## config.mk

```make
export PLATFORM = sky130hd
export DESIGN_NAME = i2c_master_bit_engine
export DESIGN_NICKNAME = d
export VERILOG_FILES = /design/src/sv/i2c_mbe_pkg.sv /design/src/sv/i2c_mbe_slot.sv /design/src/sv/i2c_master_bit_engine.sv
export SDC_FILE = /design/constraint.sdc
export NUM_CORES = 1
export LEC_CHECK = 0
export ABC_AREA = 0
export CORE_ASPECT_RATIO = 1.4
export CORE_UTILIZATION = 58
export DETAILED_ROUTE_END_ITERATION = 16
export DONT_BUFFER_PORTS = 1
export PLACE_DENSITY = 0.83
export SETUP_SLACK_MARGIN = 0.2
export SLEW_MARGIN = 15
export SYNTH_ARGS = -nofsm -noshare
export SYNTH_HDL_FRONTEND = slang
export SYNTH_HIERARCHICAL = 1
export SYNTH_SLANG_ARGS = --single-unit
```

## constraint.sdc

```tcl
create_clock -name clk -period 3.9 [get_ports clk]
set_input_delay 0.195 -clock clk [delete_from_list [all_inputs] [get_ports clk]]
set_output_delay 0.195 -clock clk [all_outputs]
set_load 0.01 [all_outputs]
```

## src/sv/i2c_mbe_pkg.sv

```systemverilog
// Types, opcodes and slot counts shared by the I2C master bit engine.
`default_nettype none
package i2c_mbe_pkg;

  // Command codes carried in the opcode field
  typedef enum logic [2:0] {
    OP_NONE  = 3'd0,
    OP_START = 3'd1,
    OP_STOP  = 3'd2,
    OP_WRITE = 3'd3,
    OP_READ  = 3'd4,
    OP_SACK  = 3'd5,
    OP_RACK  = 3'd6
  } opcode_t;

  // Position inside a three-slot bit period
  typedef enum logic [1:0] {
    PH_DATA = 2'd0,
    PH_HIGH = 2'd1,
    PH_LOW  = 2'd2
  } phase_t;

  localparam int unsigned SLOT_W  = 5;
  localparam int unsigned BYTE_W  = 8;
  localparam logic [SLOT_W-1:0] READ_LAST_SLOT = SLOT_W'(24);

  // Sequencer state carried from one slot to the next
  typedef struct packed {
    opcode_t             cmd;
    logic [SLOT_W-1:0]   slot;
    phase_t              phase;
    logic [BYTE_W-1:0]   shift;
    logic                scl;
    logic                sda;
    logic [BYTE_W-1:0]   rbyte;
    logic                rack;
    logic                held_ack;
  } eng_state_t;

  // Number of slots each command occupies
  function automatic logic [SLOT_W:0] cmd_len(input opcode_t op);
    logic [SLOT_W:0] len;
    case (op)
      OP_START: len = (SLOT_W+1)'(4);
      OP_STOP:  len = (SLOT_W+1)'(3);
      OP_WRITE: len = (SLOT_W+1)'(24);
      OP_READ:  len = (SLOT_W+1)'(25);
      OP_SACK:  len = (SLOT_W+1)'(3);
      OP_RACK:  len = (SLOT_W+1)'(4);
      default:  len = '0;
    endcase
    return len;
  endfunction

endpackage
`default_nettype wire

```

## src/sv/i2c_mbe_slot.sv

```systemverilog
// Next-state logic for one line slot of the I2C master bit engine.
`default_nettype none
module i2c_mbe_slot (
  input  i2c_mbe_pkg::eng_state_t cur,
  input  logic [2:0]              opcode,
  input  logic [7:0]              write_data,
  input  logic                    ack_value,
  input  logic                    sda_level,
  output i2c_mbe_pkg::eng_state_t nxt,
  output logic                    done
);
  import i2c_mbe_pkg::*;

  always_comb begin
    eng_state_t      st;
    logic [SLOT_W:0] slot_inc;
    phase_t          ph_adv;
    st = cur;
    done = 1'b0;
    slot_inc = '0;

    // Take a new command only while idle
    if (st.cmd == OP_NONE && opcode inside {[OP_START:OP_RACK]}) begin
      st.cmd      = opcode_t'(opcode);
      st.slot     = '0;
      st.phase    = PH_DATA;
      st.shift    = (opcode_t'(opcode) == OP_WRITE) ? write_data : '0;
      st.held_ack = ack_value;
    end

    // Advance the bit phase; read holds it through its release slot
    case (cur.phase)
      PH_DATA: ph_adv = PH_HIGH;
      PH_HIGH: ph_adv = PH_LOW;
      default: ph_adv = PH_DATA;
    endcase

    nxt = st;
    if (st.cmd != OP_NONE) begin
      // Drive or sample the lines for this slot
      case (st.cmd)
        OP_START: begin
          case (st.slot)
            SLOT_W'(0): nxt.sda = 1'b1;
            SLOT_W'(1): nxt.scl = 1'b1;
            SLOT_W'(2): nxt.sda = 1'b0;
            default:    nxt.scl = 1'b0;
          endcase
        end
        OP_STOP: begin
          case (st.slot)
            SLOT_W'(0): nxt.sda = 1'b0;
            SLOT_W'(1): nxt.scl = 1'b1;
            default:    nxt.sda = 1'b1;
          endcase
        end
        OP_WRITE: begin
          case (st.phase)
            PH_DATA: nxt.sda = st.shift[BYTE_W-1];
            PH_HIGH: nxt.scl = 1'b1;
            default: begin
              nxt.scl   = 1'b0;
              nxt.shift = {st.shift[BYTE_W-2:0], 1'b0};
            end
          endcase
        end
        OP_READ: begin
          if (st.slot == '0) begin
            nxt.sda = 1'b1;
          end else begin
            case (st.phase)
              PH_DATA: nxt.scl = 1'b1;
              PH_HIGH: nxt.shift = {st.shift[BYTE_W-2:0], sda_level};
              default: begin
                nxt.scl = 1'b0;
                if (st.slot == READ_LAST_SLOT) nxt.rbyte = st.shift;
              end
            endcase
          end
        end
        OP_SACK: begin
          case (st.slot)
            SLOT_W'(0): nxt.sda = st.held_ack;
            SLOT_W'(1): nxt.scl = 1'b1;
            default:    nxt.scl = 1'b0;
          endcase
        end
        OP_RACK: begin
          case (st.slot)
            SLOT_W'(0): nxt.sda = 1'b1;
            SLOT_W'(1): nxt.scl = 1'b1;
            SLOT_W'(2): nxt.rack = sda_level;
            default:    nxt.scl = 1'b0;
          endcase
        end
        default: ;
      endcase

      // Step the slot counter or finish the command
      if (st.cmd == OP_READ && st.slot == '0) begin
        nxt.phase = PH_DATA;
      end else if (st.slot == '0) begin
        nxt.phase = PH_HIGH;
      end else begin
        nxt.phase = ph_adv;
      end
      slot_inc = {1'b0, st.slot} + (SLOT_W+1)'(1);
      if (slot_inc >= cmd_len(st.cmd)) begin
        nxt.cmd   = OP_NONE;
        nxt.slot  = '0;
        nxt.phase = PH_DATA;
        done      = 1'b1;
      end else begin
        nxt.slot = slot_inc[SLOT_W-1:0];
      end
    end
  end

endmodule
`default_nettype wire

```

## src/sv/i2c_master_bit_engine.sv

```systemverilog
// Top level of the I2C master bit engine: input register, state and result register.
`default_nettype none
// Each input beat is one line time slot and yields exactly one result beat
// with the SCL/SDA levels after that slot, busy, done, the last read byte and
// the last received ack. A command (start 4 slots, stop 3, write byte 24,
// read byte 25, send ack 3, receive ack 4) is taken only while idle; opcodes
// given while busy are ignored. One beat per clock is sustained while the sink
// accepts results: beats land in an input register, the slot logic updates the
// sequencer state from it and writes the result register, which a stalled sink
// holds while the input register keeps one more beat.
module i2c_master_bit_engine (
  input  logic        clk,
  input  logic        rst,
  input  logic        s_tvalid,
  output logic        s_tready,
  // [2:0] opcode, [10:3] write_data, [11] ack_value, [12] sda_level, [15:13] zero
  input  logic [15:0] s_tdata,
  output logic        m_tvalid,
  input  logic        m_tready,
  // [0] scl_drive, [1] sda_drive, [2] busy_res, [3] done_res,
  // [11:4] read_data, [12] ack_seen, [15:13] zero
  output logic [15:0] m_tdata
);
  import i2c_mbe_pkg::*;

  logic        in_valid;
  logic [2:0]  in_opcode;
  logic [7:0]  in_write_data;
  logic        in_ack_value;
  logic        in_sda_level;
  logic        fire;
  eng_state_t  state;
  eng_state_t  state_next;
  logic        slot_done;

  // Process the held beat when the result register can take it
  assign fire     = in_valid && (!m_tvalid || m_tready);
  assign s_tready = !in_valid || fire;

  // Input register
  always_ff @(posedge clk) begin
    if (rst) begin
      in_valid <= 1'b0;
    end else if (s_tready) begin
      in_valid <= s_tvalid;
    end
  end

  always_ff @(posedge clk) begin
    if (s_tready && s_tvalid) begin
      in_opcode     <= s_tdata[2:0];
      in_write_data <= s_tdata[10:3];
      in_ack_value  <= s_tdata[11];
      in_sda_level  <= s_tdata[12];
    end
  end

  i2c_mbe_slot u_slot (
    .cur        (state),
    .opcode     (in_opcode),
    .write_data (in_write_data),
    .ack_value  (in_ack_value),
    .sda_level  (in_sda_level),
    .nxt        (state_next),
    .done       (slot_done)
  );

  // Sequencer state advances once per processed beat
  always_ff @(posedge clk) begin
    if (rst) begin
      state.cmd      <= OP_NONE;
      state.slot     <= '0;
      state.phase    <= PH_DATA;
      state.shift    <= '0;
      state.scl      <= 1'b1;
      state.sda      <= 1'b1;
      state.rbyte    <= '0;
      state.rack     <= 1'b1;
      state.held_ack <= 1'b0;
    end else if (fire) begin
      state <= state_next;
    end
  end

  // Result register
  always_ff @(posedge clk) begin
    if (rst) begin
      m_tvalid <= 1'b0;
    end else if (fire) begin
      m_tvalid <= 1'b1;
    end else if (m_tready) begin
      m_tvalid <= 1'b0;
    end
  end

  always_ff @(posedge clk) begin
    if (fire) begin
      m_tdata <= {3'b000, state_next.rack, state_next.rbyte, slot_done,
                  (state_next.cmd != OP_NONE), state_next.sda, state_next.scl};
    end
  end

endmodule
`default_nettype wire
```

* Word level (Yosys, flattened, before mapping)
Index checks and enable logic that the tools add are counted.
** Storage, ports and cells
- Input port bits :: 20
- Register bits :: 58
- Logic and storage cells :: 89
- Output and inout port bits :: 18
** Operators by class
- Equality and inequality tests :: 12
- Reductions and logical operators :: 20
- Add/subtract/negate cells :: 1
- Magnitude comparators :: 3
- Multiplexer cells :: 36
** Operator list (count)
- $mux 8 :: 7
- $mux 29 :: 1
- $pmux 5 s4 :: 1
- $mux 18 :: 1
- $pmux 8 s2 :: 1
- $pmux 1 s2 :: 6
- $pmux 2 s6 :: 1
- $mux 1 :: 10
- $eq 3x2->1 const B :: 3
- $eq 3x3->1 const B :: 3
- $mux 9 :: 1
- $reduce_or 2->1 :: 4
- $add 5x1->6 const B :: 1
- $ge 6x6->1 :: 1
- $mux 2 :: 3
- $mux 6 :: 1
- $reduce_bool 3->1 :: 2
- $eq 5x1->1 const B :: 1
- $eq 5x2->1 const B :: 1
- $eq 5x5->1 const B :: 1
- $logic_and 1x1->1 :: 5
- $logic_not 5->1 :: 1
- $mux 5 :: 1
- $eq 2x1->1 const B :: 2
- 10 further kinds :: 13

* Depth between registers and ports, before layout
Gate-level depths: netlist of run 1.
- Word-level depth :: 12
- Mapped depth :: 19
- Depth with buffers taken out :: 17

* By module
The synthesis of run 1 kept the hierarchy.
** Modules (own cells, without submodules)
- i2c_master_bit_engine :: sequential area each 1421.4 um2, times used 1, cells each 172, area an instance 2260.9 um2
- i2c_mbe_slot :: sequential area each 0.0 um2, times used 1, cells each 225, area an instance 1376.3 um2

* Worst setup path after synthesis of run 1
No wires, ideal clock.
- Path kind :: flip-flop to flip-flop
- From :: register in_opcode[2]
- To :: register state[21] in the netlist's numbering
- Stages on the path, launching flop included :: 20
- Arrival :: 3.929 ns
- Setup slack :: -0.101 ns
- Period minus slack after synthesis :: 4.001 ns
- Required time :: 3.828 ns
- Path buffers :: 2
- Setup time :: 0.072 ns
- Path through :: edfxtp_1 -> or3_4 -> and3_4 -> buf_6 -> buf_2 -> a21oi_1 -> inv_1 -> ha_1 -> nand2_1 -> a21boi_0 -> o221ai_1 -> ha_1 -> nand2b_1 -> a21o_1 -> a21oi_1 -> o21ai_0 -> or3_1 -> o22ai_1 -> nand2b_1 -> mux2i_1
** RTL lines
- from (decl) :: line i2c_master_bit_engine.sv:27 : logic [2:0] in_opcode;
- from (signal assigned) :: line i2c_master_bit_engine.sv:51 : in_opcode <= s_tdata[2:0];
- to (signal assigned) :: line i2c_master_bit_engine.sv:81 : state <= state_next;
- to (decl) :: line i2c_master_bit_engine.sv:32 : eng_state_t state;

==> flow_metrics.tcl, run 1 <==
set metrics [dict create \
    finalWorstPathRequiredPeriod_ps 3590 \
    worst_path_max_delay_cell "sky130_fd_sc_hd__or3_4" \
    grt_antenna_before_repair 0 \
    worst_r2r_startpoint "in_opcode[0]" \
    cellLeakagePower_nw 1.56 \
    rows 33 \
    numPortBuffers 0 \
    yosys-top-cells-area "sky130_fd_sc_hd__edfxtp_1 21%, sky130_fd_sc_hd__dfxtp_1 18%, sky130_fd_sc_hd__mux2i_1 10%, sky130_fd_sc_hd__nand2b_1 9.8%, sky130_fd_sc_hd__ha_1 4.1%" \
    worstHoldPathCells 2 \
    synth_async_sr_flop_share_pct 0 \
    relSlewSlack_pct 27.4 \
    first_global_vias 2750 \
    gp_routability_congestion 0.984 \
    dieHeight_um 95.7 \
    cts_max_path_buffers 2 \
    cp-end-kind "register" \
    worst_hold_path_type "primary input to register" \
    cts_made_buffers 9 \
    critical_path_class "register to register" \
    drive_gt1_share_pct 14.2 \
    number_of_synthesized_flops_with_an_enable_pin 26 \
    final_antenna_net_count 0 \
    core_area_um2 5950 \
    path_clk_slew_ps 70 \
    ratio_of_total_power_to_cell_area_nw_per_um2 412 \
    drt_iter0_markers 147 \
    hold_end "state[1]" \
    post_synthesis_mean_instance_area_um2 9.16 \
    syn_to_final_growth_pct 13.3 \
    clk_root_buffer_cell "sky130_fd_sc_hd__clkbuf_8" \
    finClkSkew_ps 10.7 \
    dpl_cell_area_um2 3650 \
    dominantRegCellSynth "sky130_fd_sc_hd__dfxtp_1" \
    critical_path.startpoint_type "register" \
    maxClockFrequency_ghz 0.279 \
    path_cells "or3_4 > and3_4 > a21oi_4 > inv_2 > ha_2 > a21boi_2 > o221ai_1 > ha_1 > nand2b_1 > a21o_1 > a21oi_2 > o21ai_2 > or3_4 > o22ai_2 > nand2b_1 > mux2i_1" \
    gr-usage-all-layers_pct 26.7 \
    ys_warn_count 6 \
    htree_num_levels 3 \
    effective_utilization_at_floorplan_pct 61.2 \
    average_via_count_per_standard_cell 5.97 \
    synth_largest_area_cell "sky130_fd_sc_hd__edfxtp_1" \
    netlist-cell-type-count 56 \
    netlist_area_um2 3640 \
    hold_viol 0 \
    worst-r2r-cell-count 16 \
    die_width_um 68.9 \
    worst_case_vdd_ir_drop_uv 305 \
    wire_per_inst_um 16.5 \
    routed-via-count 2941 \
    cp.required_ps 4180 \
    regToRegSetupSlack_ps 310 \
    drt_pre_antenna_iters 4 \
    tightest_slew_ps 1090 \
    rsz0062_at_grt "no" \
    grt_pass1_wl_mm 12.9 \
    setup_tns_ps 0 \
    status "completed" \
    rr_endpoint "state[21]" \
    worst_path_largest_cell_delay_ps 450 \
    hp-start "rst" \
    total_number_of_clock_tree_sinks 58 \
    min_period_over_period_pct 91.9 \
    floorplan.io_pins 38 \
    final_net_count 450 \
    postSynthCellCount 397 \
    clock_insertion_delay_worst_skew_ps 340 \
    maxSlewViolCount 0 \
    final_cell_area_um2 4120 \
    max_cap_viol_count 0 \
    place.detailed.hpwl_mm 5.18 \
    synth_register_bits 58 \
    hold_ws_ps 30.8 \
    grt_remaining_overflow 0 \
    dieArea_um2 6600 \
    timing.critical_path.fanout_max 5 \
    route.final.wire_length_mm 8.12 \
    synth_seq_area_share_pct 39.1 \
    maximum_number_of_pins_on_one_net_before_global_route_repair 62 \
    utilization_pct 69.3 \
    yosysTopAreaCellShare_pct 21.5 \
    critPathArrivalTime_ps 3860 \
    finalSetupViolations 0 \
    tritoncts_clock_tree "built" \
    remaining_drc_errors 0 \
    antenna-diode-count 0 \
]
==> layout by cell type, fill, tap and decap left out, types with 11 or more instances in the layout <==
cell type	synthesis	routed
sky130_fd_sc_hd__a21oi_1	20	16
sky130_fd_sc_hd__buf_4	3	17
sky130_fd_sc_hd__dfxtp_1	32	32
sky130_fd_sc_hd__dlygate4sd3_1	0	15
sky130_fd_sc_hd__edfxtp_1	26	26
sky130_fd_sc_hd__inv_1	20	17
sky130_fd_sc_hd__mux2i_1	38	38
sky130_fd_sc_hd__nand2_1	37	36
sky130_fd_sc_hd__nand2b_1	57	57
sky130_fd_sc_hd__nand3_1	11	11
sky130_fd_sc_hd__nor2_1	33	33
==> stage by stage <==
stage	cells	total power, mW	worst slack [ps]
2_1_floorplan	399	1.03	219
3_3_place_gp	451	1.08	249
3_5_place_dp	451	1.09	127
4_1_cts	485	1.64	238
5_1_grt	493	1.78	142
6_report	493	1.70	314
==> repair_timing <==
action | 4_1_cts | 5_1_grt
setup endpoints to repair | 8 | 9
resized for setup | 0 | 13
endpoints found under the hold margin | 15 | 0
pin swaps | 1 | 8
hold buffers | 15 | 0
setup buffers | 3 | 8
==> state kept, by name (all words and copies together) (netlist names) <==
signal and cells:
state 30, m_tdata 13, in_write_data 8, in_opcode 3
in_ack_value 1, in_sda_level 1, in_valid 1, m_tvalid 1
==> synthesized netlist by cell type (all sizes together), types with 3 or more instances <==
| library cell | count |
|---|---|
| edfxtp | 26 |
| buf | 15 |
| ha | 12 |
| nand2 | 37 |
| nor3 | 8 |
| clkbuf | 10 |
| mux2i | 38 |
| or3 | 6 |
| o31ai | 3 |
| o22ai | 5 |
| dfxtp | 32 |
| o221ai | 6 |
| o21ai | 10 |
| mux2 | 4 |
| a21oi | 20 |
| a31oi | 5 |
| nand3 | 12 |
| a211o | 3 |
| inv | 20 |
| nand2b | 57 |
| nor2 | 33 |
==> cell type report <==
cell class | count | area, µm²
sequential | 58 | 1420
clock inverter | 6 | 57.6
multi-input combinational | 296 | 2060
timing repair buffer | 33 | 289
clock buffer | 10 | 128
tap | 70 | 87.6
fill | 469 | 1820
inverter | 20 | 75.1
==> critical path, delay by kind of cell (launching register included) <==
family,cells,cell delay [ps]
fa+ha+maj,2,490
compound gates,7,1160
flops,1,390
mux,1,120
simple gates,5,1290
buf+inv,1,80
==> logic make-up after synthesis <==
group                      Yosys count  share of synthesized area, %
and+or+nand+nor                    164                          24.1
AOI/OAI and AO/OA                   72                          13.2
DFF                                 58                          39.1
buffers and inverters               45                          6.95
muxes                               42                          11.7
adders and majority gates           12                          4.13
xor gates and xnor gates             3                         0.723
other                                1                         0.103
==> power breakdown <==
group          switching [mW]  internal (mW)  total (mW)
Clock                   0.242          0.289       0.531
Sequential             0.0252          0.671       0.696
Combinational           0.265          0.205       0.470
Total                   0.532           1.16        1.70
==> worst max path at each step <==
stage / to / cells past startpoint / startpoint
finish: state[21] / 16 / in_opcode[0]
global route: state[21] / 16 / in_opcode[0]
CTS: state[26] / 17 / in_opcode[1]
detailed placement: state[21] / 17 / in_opcode[2]
global placement: state[21] / 17 / in_opcode[2]
floorplan: state[21] / 19 / in_opcode[0]
==> per-layer routing <==
layer | vias up | wire length [µm] | global-route usage (%)
li1 | 1435 | - | -
met1 | 1390 | 3240 | 32.8
met2 | 93 | 4240 | 42.6
met3 | 23 | 408 | 6.16
met4 | 0 | 238 | 14.3
met5 | - | 0 | 0
Power figures use the tool's default switching activity.
==> run 2, diff against run 1 <==
--- a/config.mk
+++ b/config.mk
@@ -5,12 +5,13 @@
 export SDC_FILE = /design/constraint.sdc
 export NUM_CORES = 1
 export LEC_CHECK = 0
-export ABC_AREA = 0
+export ABC_AREA = 1
 export CORE_ASPECT_RATIO = 1.4
 export CORE_UTILIZATION = 58
+export CTS_CLUSTER_DIAMETER = 30
 export DETAILED_ROUTE_END_ITERATION = 16
 export DONT_BUFFER_PORTS = 1
-export PLACE_DENSITY = 0.83
+export PLACE_DENSITY = 0.77
 export SETUP_SLACK_MARGIN = 0.2
 export SLEW_MARGIN = 15
 export SYNTH_ARGS = -nofsm -noshare
==> run 2 against run 1 <==
- largest power group unchanged
- area after synthesis up 3.7%
- global-route usage rose by 0.094 points
- register-to-register slack better by 150 ps
- final cell count rose by 28%
- count of clock-buffer cells in the layout increased by 2
- combinational power increased by 11%
==> flow_metrics.tcl, run 2 <==
set metrics [dict create \
    status "completed" \
    finalWorstPathRequiredPeriod_ps 3440 \
    finalWorstSetupSlack_ps 460 \
    rsz0062_at_grt "no" \
    cts_max_path_buffers 2 \
    worst-r2r-cell-count 24 \
    floorplan.io_pins 38 \
    drt_iter0_markers 187 \
    cp.buffers_inverters 4 \
    syn_to_final_growth_pct 9.22 \
    synth_register_bits 58 \
    combinational_family_with_the_most_area_after_synthesis "simple AND/OR/NAND/NOR gates" \
    number_of_synthesized_flops_with_an_enable_pin 26 \
    cellLeakagePower_nw 1.92 \
    synth_commonest_cells "156 x sky130_fd_sc_hd__nand2_1, 77 x sky130_fd_sc_hd__inv_1, 74 x sky130_fd_sc_hd__nand3_1" \
    synth_seq_area_share_pct 37.7 \
    rr_endpoint "m_tdata[2]" \
    synth-xor-area-share_pct 0.464 \
    gp_routability_congestion 0.861 \
    critical_path_class "register to register" \
    clk_root_buffer_cell "sky130_fd_sc_hd__clkbuf_8" \
    layout_top_registers "state: 30 flops, m_tdata: 13 flops, in_write_data: 8 flops" \
    remaining_drc_errors 0 \
    worst_path_largest_cell_delay_ps 320 \
    ratio_of_total_power_to_cell_area_nw_per_um2 417 \
    total_number_of_clock_tree_sinks 58 \
    hp-start "s_tvalid" \
    postSynthCellCount 543 \
    mux_contribution_to_synthesized_area_pct 0.265 \
    max_cap_viol_count 0 \
    maxClockFrequency_ghz 0.291 \
    synth-compound-area-share_pct 9.99 \
    cp_top_family "simple AND/OR/NAND/NOR gates" \
    place.detailed.hpwl_mm 5.85 \
    synth_async_sr_flop_share_pct 0 \
    hold_ws_ps 357 \
    register_containing_the_most_flip_flops_in_the_final_layout "state" \
    timing.critical_path.fanout_max 5 \
    effective_utilization_at_floorplan_pct 60.3 \
    maximum_number_of_pins_on_one_net_before_global_route_repair 60 \
    min_period_over_period_pct 88.2 \
    wire_per_inst_um 13.9 \
    synth_fa_ha_area_share_pct 3.98 \
    netlist_area_um2 3770 \
    core_area_um2 6250 \
    path_clk_slew_ps 70 \
    synth_largest_area_cell "sky130_fd_sc_hd__edfxtp_1" \
    grt_remaining_overflow 0 \
    maxSlewViolCount 0 \
    drive_gt1_share_pct 9.50 \
    rows 34 \
    routed-via-count 3440 \
    hold_viol 0 \
    critPathArrivalTime_ps 3500 \
    leading_cell_type_in_the_layout_fill_and_taps_excluded "sky130_fd_sc_hd__nand2_1" \
    cp.required_ps 3960 \
    largest_reg_flops 30 \
    final_net_count 585 \
    setup_tns_ps 0 \
    critical_path.startpoint_type "register" \
    dominantRegCellSynth "sky130_fd_sc_hd__dfxtp_1" \
    dieArea_um2 6830 \
    netlist-cell-type-count 34 \
    regToRegSetupSlack_ps 460 \
    worst_case_vdd_ir_drop_uv 329 \
    route.final.wire_length_mm 8.76 \
    final_cell_mix "154 x sky130_fd_sc_hd__nand2_1, 73 x sky130_fd_sc_hd__inv_1, 73 x sky130_fd_sc_hd__nand3_1, 42 x sky130_fd_sc_hd__nor2_1, 31 x sky130_fd_sc_hd__dfxtp_1" \
    worstHoldPathCells 2 \
    antenna-diode-count 0 \
    finalSetupViolations 0 \
    cts_made_buffers 9 \
    die_width_um 70.2 \
    tightest_slew_ps 964 \
    numPortBuffers 0 \
    path_cells "inv_2 > nand2_1 > nor2_4 > nand3_4 > o21ai_4 > inv_2 > ha_4 > nand2_2 > o21ai_0 > or2_2 > nand2_1 > inv_1 > ha_1 > o21ai_1 > a21boi_0 > o21ai_1 > nand2_1 > nand2_1 > nand2_1 > nor2_2 > nor2_2 > nor2_1 > inv_1 > nand3_1" \
    final_antenna_net_count 0 \
    p_total_mw 1.72 \
    finClkSkew_ps 9.13 \
    cp-end-kind "register" \
    dieHeight_um 97.4 \
    worst_path_max_delay_cell "sky130_fd_sc_hd__dfxtp_1" \
    dp_worst_slack_ps 216 \
    post_synthesis_mean_instance_area_um2 6.94 \
    clock_insertion_delay_worst_skew_ps 340 \
    worst_r2r_startpoint "state[28]" \
    worst_path_most_repeated_cell "sky130_fd_sc_hd__nand2_1" \
    ys_warn_count 6 \
    post-synth-top-count-cell "sky130_fd_sc_hd__nand2_1" \
    yosysTopAreaCellShare_pct 20.7 \
    drt_pre_antenna_iters 5 \
    grt_antenna_before_repair 0 \
    tritoncts_clock_tree "built" \
    hold_end "in_ack_value" \
    first_global_vias 3171 \
    average_via_count_per_standard_cell 5.46 \
    gr-usage-all-layers_pct 26.8 \
    yosys-top-cells-area "sky130_fd_sc_hd__edfxtp_1 21%, sky130_fd_sc_hd__dfxtp_1 17%, sky130_fd_sc_hd__nand2_1 16%, sky130_fd_sc_hd__nand3_1 9.8%, sky130_fd_sc_hd__inv_1 7.7%" \
    htree_num_levels 3 \
    worst_hold_path_type "primary input to register" \
    grt_pass1_wl_mm 14.3 \
    relSlewSlack_pct 35.6 \
    synth_simple_gate_area_share_pct 34.5 \
]
[run 2: per-layer routing]
metal,vias to the layer above,global-route usage [%],wire length (µm)
met5,-,0,0
met4,0,15.7,372
met3,22,5.71,388
met2,81,47.4,4510
met1,1576,28.9,3490
li1,1761,-,-
[run 2: how the worst max path moves through the flow]
stage / depth (start not counted) / slack, ps / from / end
after floorplan: 26 / 360 / in_opcode[2] / state[27]
after detailed placement: 24 / 220 / in_opcode[2] / state[28]
after global placement: 24 / 300 / in_opcode[2] / state[28]
after global routing: 26 / 140 / state[28] / state[28]
final: 24 / 460 / state[28] / m_tdata[2]
after CTS: 24 / 210 / in_opcode[2] / state[28]
[run 2: final cells by class]
class / count / area [µm²]
fill: 554 / 2130
sequential: 58 / 1420
clock inverter: 4 / 18.8
clock buffer: 12 / 145
timing repair buffer: 24 / 218
multi-input combinational: 381 / 1930
inverter: 79 / 297
tap: 72 / 90.1
[run 2: kinds of logic (layout without fill, tap and decap cells)]
group,after synthesis,in the layout
compound gates,66,66
xor+xnor,2,2
flops,58,58
fa+ha+maj,12,12
other cells,1,3
buf+inv,106,119
mux,1,1
simple gates,297,297
[run 2: where the power goes]
group	internal (mW)	total, mW	switching, mW
sequential	0.688	0.722	0.0339
clock	0.243	0.475	0.232
combinational	0.178	0.522	0.344
[run 2: worst register-to-register path: stages, from the launching register on]
cell and delay, ps:
sky130_fd_sc_hd__dfxtp_1 320, sky130_fd_sc_hd__inv_2 90, sky130_fd_sc_hd__nand2_1 90, sky130_fd_sc_hd__nor2_4 140, sky130_fd_sc_hd__nand3_4 110, sky130_fd_sc_hd__o21ai_4 200
sky130_fd_sc_hd__inv_2 80, sky130_fd_sc_hd__ha_4 180, sky130_fd_sc_hd__nand2_2 90, sky130_fd_sc_hd__o21ai_0 100, sky130_fd_sc_hd__or2_2 320, sky130_fd_sc_hd__nand2_1 70
sky130_fd_sc_hd__inv_1 40, sky130_fd_sc_hd__ha_1 260, sky130_fd_sc_hd__o21ai_1 60, sky130_fd_sc_hd__a21boi_0 160, sky130_fd_sc_hd__o21ai_1 70, sky130_fd_sc_hd__nand2_1 60
sky130_fd_sc_hd__nand2_1 70, sky130_fd_sc_hd__nand2_1 80, sky130_fd_sc_hd__nor2_2 50, sky130_fd_sc_hd__nor2_2 190, sky130_fd_sc_hd__nor2_1 80, sky130_fd_sc_hd__inv_1 70
sky130_fd_sc_hd__nand3_1 140
[run 2: metrics by stage]
step	instances	utilization (%)	area (µm²)
floorplan	545	-	3780
global placement	596	59.5	3720
detailed placement	596	59.5	3720
CTS	627	64.5	4040
global route	630	65.9	4120
finish	630	65.9	4120
[run 2: repair_timing]
| item | CTS | global route |
|---|---|---|
| hold endpoints to repair | 15 | 0 |
| hold buffers | 15 | 0 |
| gates resized for setup | 1 | 19 |
| setup endpoints to repair | 2 | 12 |
| buffers inserted | 0 | 3 |
| pin swaps | 0 | 5 |
==> run 3, diff against run 2 <==
--- a/config.mk
+++ b/config.mk
@@ -6,12 +6,15 @@
 export NUM_CORES = 1
 export LEC_CHECK = 0
 export ABC_AREA = 1
+export CELL_PAD_IN_SITES_DETAIL_PLACEMENT = 1
+export CELL_PAD_IN_SITES_GLOBAL_PLACEMENT = 2
 export CORE_ASPECT_RATIO = 1.4
-export CORE_UTILIZATION = 58
+export CORE_MARGIN = 2
+export CORE_UTILIZATION = 32
 export CTS_CLUSTER_DIAMETER = 30
 export DETAILED_ROUTE_END_ITERATION = 16
 export DONT_BUFFER_PORTS = 1
-export PLACE_DENSITY = 0.77
+export PLACE_DENSITY = 0.76
 export SETUP_SLACK_MARGIN = 0.2
 export SLEW_MARGIN = 15
 export SYNTH_ARGS = -nofsm -noshare
==> run 3 against run 2 <==
- sequential power is 0.7% higher
- critical path depth fell by 1
- clock power grew 73%
- total power is 21% higher
- largest power group is now the clock network
- worst setup slack improved by 75 ps
- flip-flop and latch count stayed put
- routed wire length up 25%
- die area grew 86%
- via count grew 2.1%
- count of clock-buffer cells in the layout grew 2
- combinational power up 1%
==> flow_metrics.tcl, run 3 (synthesized netlist as in run 2, its figures left out) <==
set metrics [dict create \
    status "completed" \
    finalWorstSetupSlack_ps 536 \
    clock_power_share_pct 39.6 \
    effective_utilization_at_floorplan_pct 33.1 \
    critical_path.startpoint_type "register" \
    cp.buffers_inverters 4 \
    remaining_drc_errors 0 \
    place.detailed.hpwl_mm 7.68 \
    critical_path_class "register to register" \
    finClkSkew_ps 8.59 \
    cts_max_path_buffers 2 \
    dieArea_um2 12700 \
    finalSetupViolations 0 \
    drt_iter0_markers 107 \
    gp_routability_congestion 0.834 \
    syn_to_final_growth_pct 15.7 \
    dieHeight_um 132 \
    path_clk_slew_ps 50 \
    hold_viol 0 \
    worst_path_most_repeated_cell "sky130_fd_sc_hd__nand2_1" \
    wire_per_inst_um 15.6 \
    cp-end-kind "register" \
    htree_num_levels 3 \
    total_number_of_clock_tree_sinks 58 \
    gr-usage-all-layers_pct 18.6 \
    timing.critical_path.fanout_max 4 \
    finalWorstPathRequiredPeriod_ps 3360 \
    setup_tns_ps 0 \
    tritoncts_clock_tree "built" \
    worst_path_largest_cell_delay_ps 480 \
    relSlewSlack_pct 27.3 \
    maxSlewViolCount 0 \
    final_cell_area_um2 4360 \
    largest_reg_flops 30 \
    route.final.wire_length_mm 11.0 \
    final_cell_mix "154 x sky130_fd_sc_hd__nand2_1, 73 x sky130_fd_sc_hd__inv_1, 73 x sky130_fd_sc_hd__nand3_1, 41 x sky130_fd_sc_hd__nor2_1, 31 x sky130_fd_sc_hd__dfxtp_1" \
    core_area_um2 11400 \
    dp_worst_slack_ps 210 \
    leading_cell_type_in_the_layout_fill_and_taps_excluded "sky130_fd_sc_hd__nand2_1" \
    layout_top_registers "state: 30 flops, m_tdata: 13 flops, in_write_data: 8 flops" \
    register_containing_the_most_flip_flops_in_the_final_layout "state" \
    power.net_switching_uw 669 \
    grt_pass1_wl_mm 18.3 \
    die_width_um 95.7 \
    tightest_slew_ps 1090 \
    final_antenna_net_count 0 \
    routed-via-count 3511 \
    multi_input_gate_area_um2 1910 \
    critPathArrivalTime_ps 3410 \
    sequentialPowerShare_pct 35.0 \
    min_period_over_period_pct 86.3 \
    final_cells 705 \
    cp_top_family "simple AND/OR/NAND/NOR gates" \
    worst_case_vdd_ir_drop_uv 303 \
    layout.area.seq_um2 1420 \
    drt_pre_antenna_iters 4 \
    worst_path_max_delay_cell "sky130_fd_sc_hd__edfxtp_1" \
    worst_hold_path_type "primary input to register" \
    power.share.switching_pct 32.2 \
    rows 46 \
    internal_power_mw 1.41 \
    max_cap_viol_count 0 \
    path_cells "nor2_2 > nand2_2 > nand3_2 > o21ai_2 > buf_4 > ha_1 > inv_1 > o21ai_0 > or2_2 > nand2_1 > inv_1 > ha_1 > o21ai_1 > a21boi_0 > o21ai_1 > nand2_1 > nand2_1 > nand2_1 > nor2_4 > nor2_2 > nor2_1 > inv_1 > nand3_1" \
    average_via_count_per_standard_cell 4.98 \
    drive_gt1_share_pct 10.3 \
    regToRegSetupSlack_ps 540 \
    clk_root_buffer_cell "sky130_fd_sc_hd__clkbuf_16" \
    maxClockFrequency_ghz 0.297 \
    antenna-diode-count 0 \
    rsz0062_at_grt "no" \
    place.detailed.instances 672 \
    cp.required_ps 3950 \
    grt_antenna_before_repair 0 \
    dpl_cell_area_um2 3840 \
    cts_made_buffers 9 \
    final_net_count 588 \
    numPortBuffers 0 \
    grt_remaining_overflow 0 \
    clock_insertion_delay_worst_skew_ps 340 \
    cellLeakagePower_nw 1.99 \
    maximum_number_of_pins_on_one_net_before_global_route_repair 59 \
    n_fill_cell 1440 \
    ratio_of_total_power_to_cell_area_nw_per_um2 477 \
    first_global_vias 3680 \
    share_of_total_power_in_combinational_logic_pct 25.4 \
    floorplan.io_pins 38 \
    hold_ws_ps 258 \
]
[run 3: cell count changes in the layout (fill, tap and decap cells not counted), sizes merged]
cell,change
bufinv,+1
clkinv,-3
buf,+3
clkbuf,+2
[run 3: layout make-up]
type | instances | share of cell area [%]
Multi-Input combinational cell | 381 | 43.9
Sequential cell | 58 | 32.6
Inverter | 79 | 6.80
Clock buffer | 14 | 6.28
Timing Repair Buffer | 27 | 5.51
Tap cell | 144 | 4.13
Clock inverter | 2 | 0.803
[run 3: repair_timing]
item                                    in CTS  in global routing
gates resized for setup                      2                 17
pin swaps                                    0                  5
endpoints found under the setup margin       5                 12
setup buffers                                0                  2
hold endpoints to repair                    15                  0
hold buffers                                15                  0
[run 3: per-layer routing]
metal	GRT usage [%]	wire (µm)	up-vias
li1	-	-	1770
met2	33.7	5980	40
met5	0	0	-
met1	21.6	4590	1690
met3	3.64	272	11
met4	5.87	148	0
[run 3: path summary, 6_finish.rpt]
check / to / cells past startpoint / start
worst max-delay path: m_tdata[2] / 23 / in_opcode[2]
worst min-delay path: state[11] / 5 / m_tready
worst max register to register: m_tdata[2] / 23 / in_opcode[2]
worst min register to register: state[1] / 2 / state[1]
[run 3: metrics by stage]
step / util (%) / power (mW)
after floorplan: - / 1.10
after global placement: 33.7 / 1.22
after detailed placement: 33.7 / 1.24
after CTS: 37.7 / 2.08
after global routing: 38.3 / 2.20
final: 38.3 / 2.08
[run 3: worst register-to-register path, cell delays in order (launching register included)]
cell and delay [ps]:
sky130_fd_sc_hd__edfxtp_1 480, sky130_fd_sc_hd__nor2_2 130, sky130_fd_sc_hd__nand2_2 80, sky130_fd_sc_hd__nand3_2 100
sky130_fd_sc_hd__o21ai_2 80, sky130_fd_sc_hd__buf_4 140, sky130_fd_sc_hd__ha_1 180, sky130_fd_sc_hd__inv_1 100
sky130_fd_sc_hd__o21ai_0 110, sky130_fd_sc_hd__or2_2 310, sky130_fd_sc_hd__nand2_1 60, sky130_fd_sc_hd__inv_1 40
sky130_fd_sc_hd__ha_1 260, sky130_fd_sc_hd__o21ai_1 60, sky130_fd_sc_hd__a21boi_0 150, sky130_fd_sc_hd__o21ai_1 80
sky130_fd_sc_hd__nand2_1 60, sky130_fd_sc_hd__nand2_1 80, sky130_fd_sc_hd__nand2_1 110, sky130_fd_sc_hd__nor2_4 50
sky130_fd_sc_hd__nor2_2 160, sky130_fd_sc_hd__nor2_1 60, sky130_fd_sc_hd__inv_1 70, sky130_fd_sc_hd__nand3_1 130
[run 3: power groups by stage]
stage / logic (mW) / clock network (mW) / registers (mW)
after floorplan: 0.377 / 0 / 0.726
after global placement: 0.488 / 0 / 0.737
after detailed placement: 0.498 / 0 / 0.739
after CTS: 0.515 / 0.841 / 0.727
after global routing: 0.605 / 0.860 / 0.733
final: 0.528 / 0.823 / 0.727
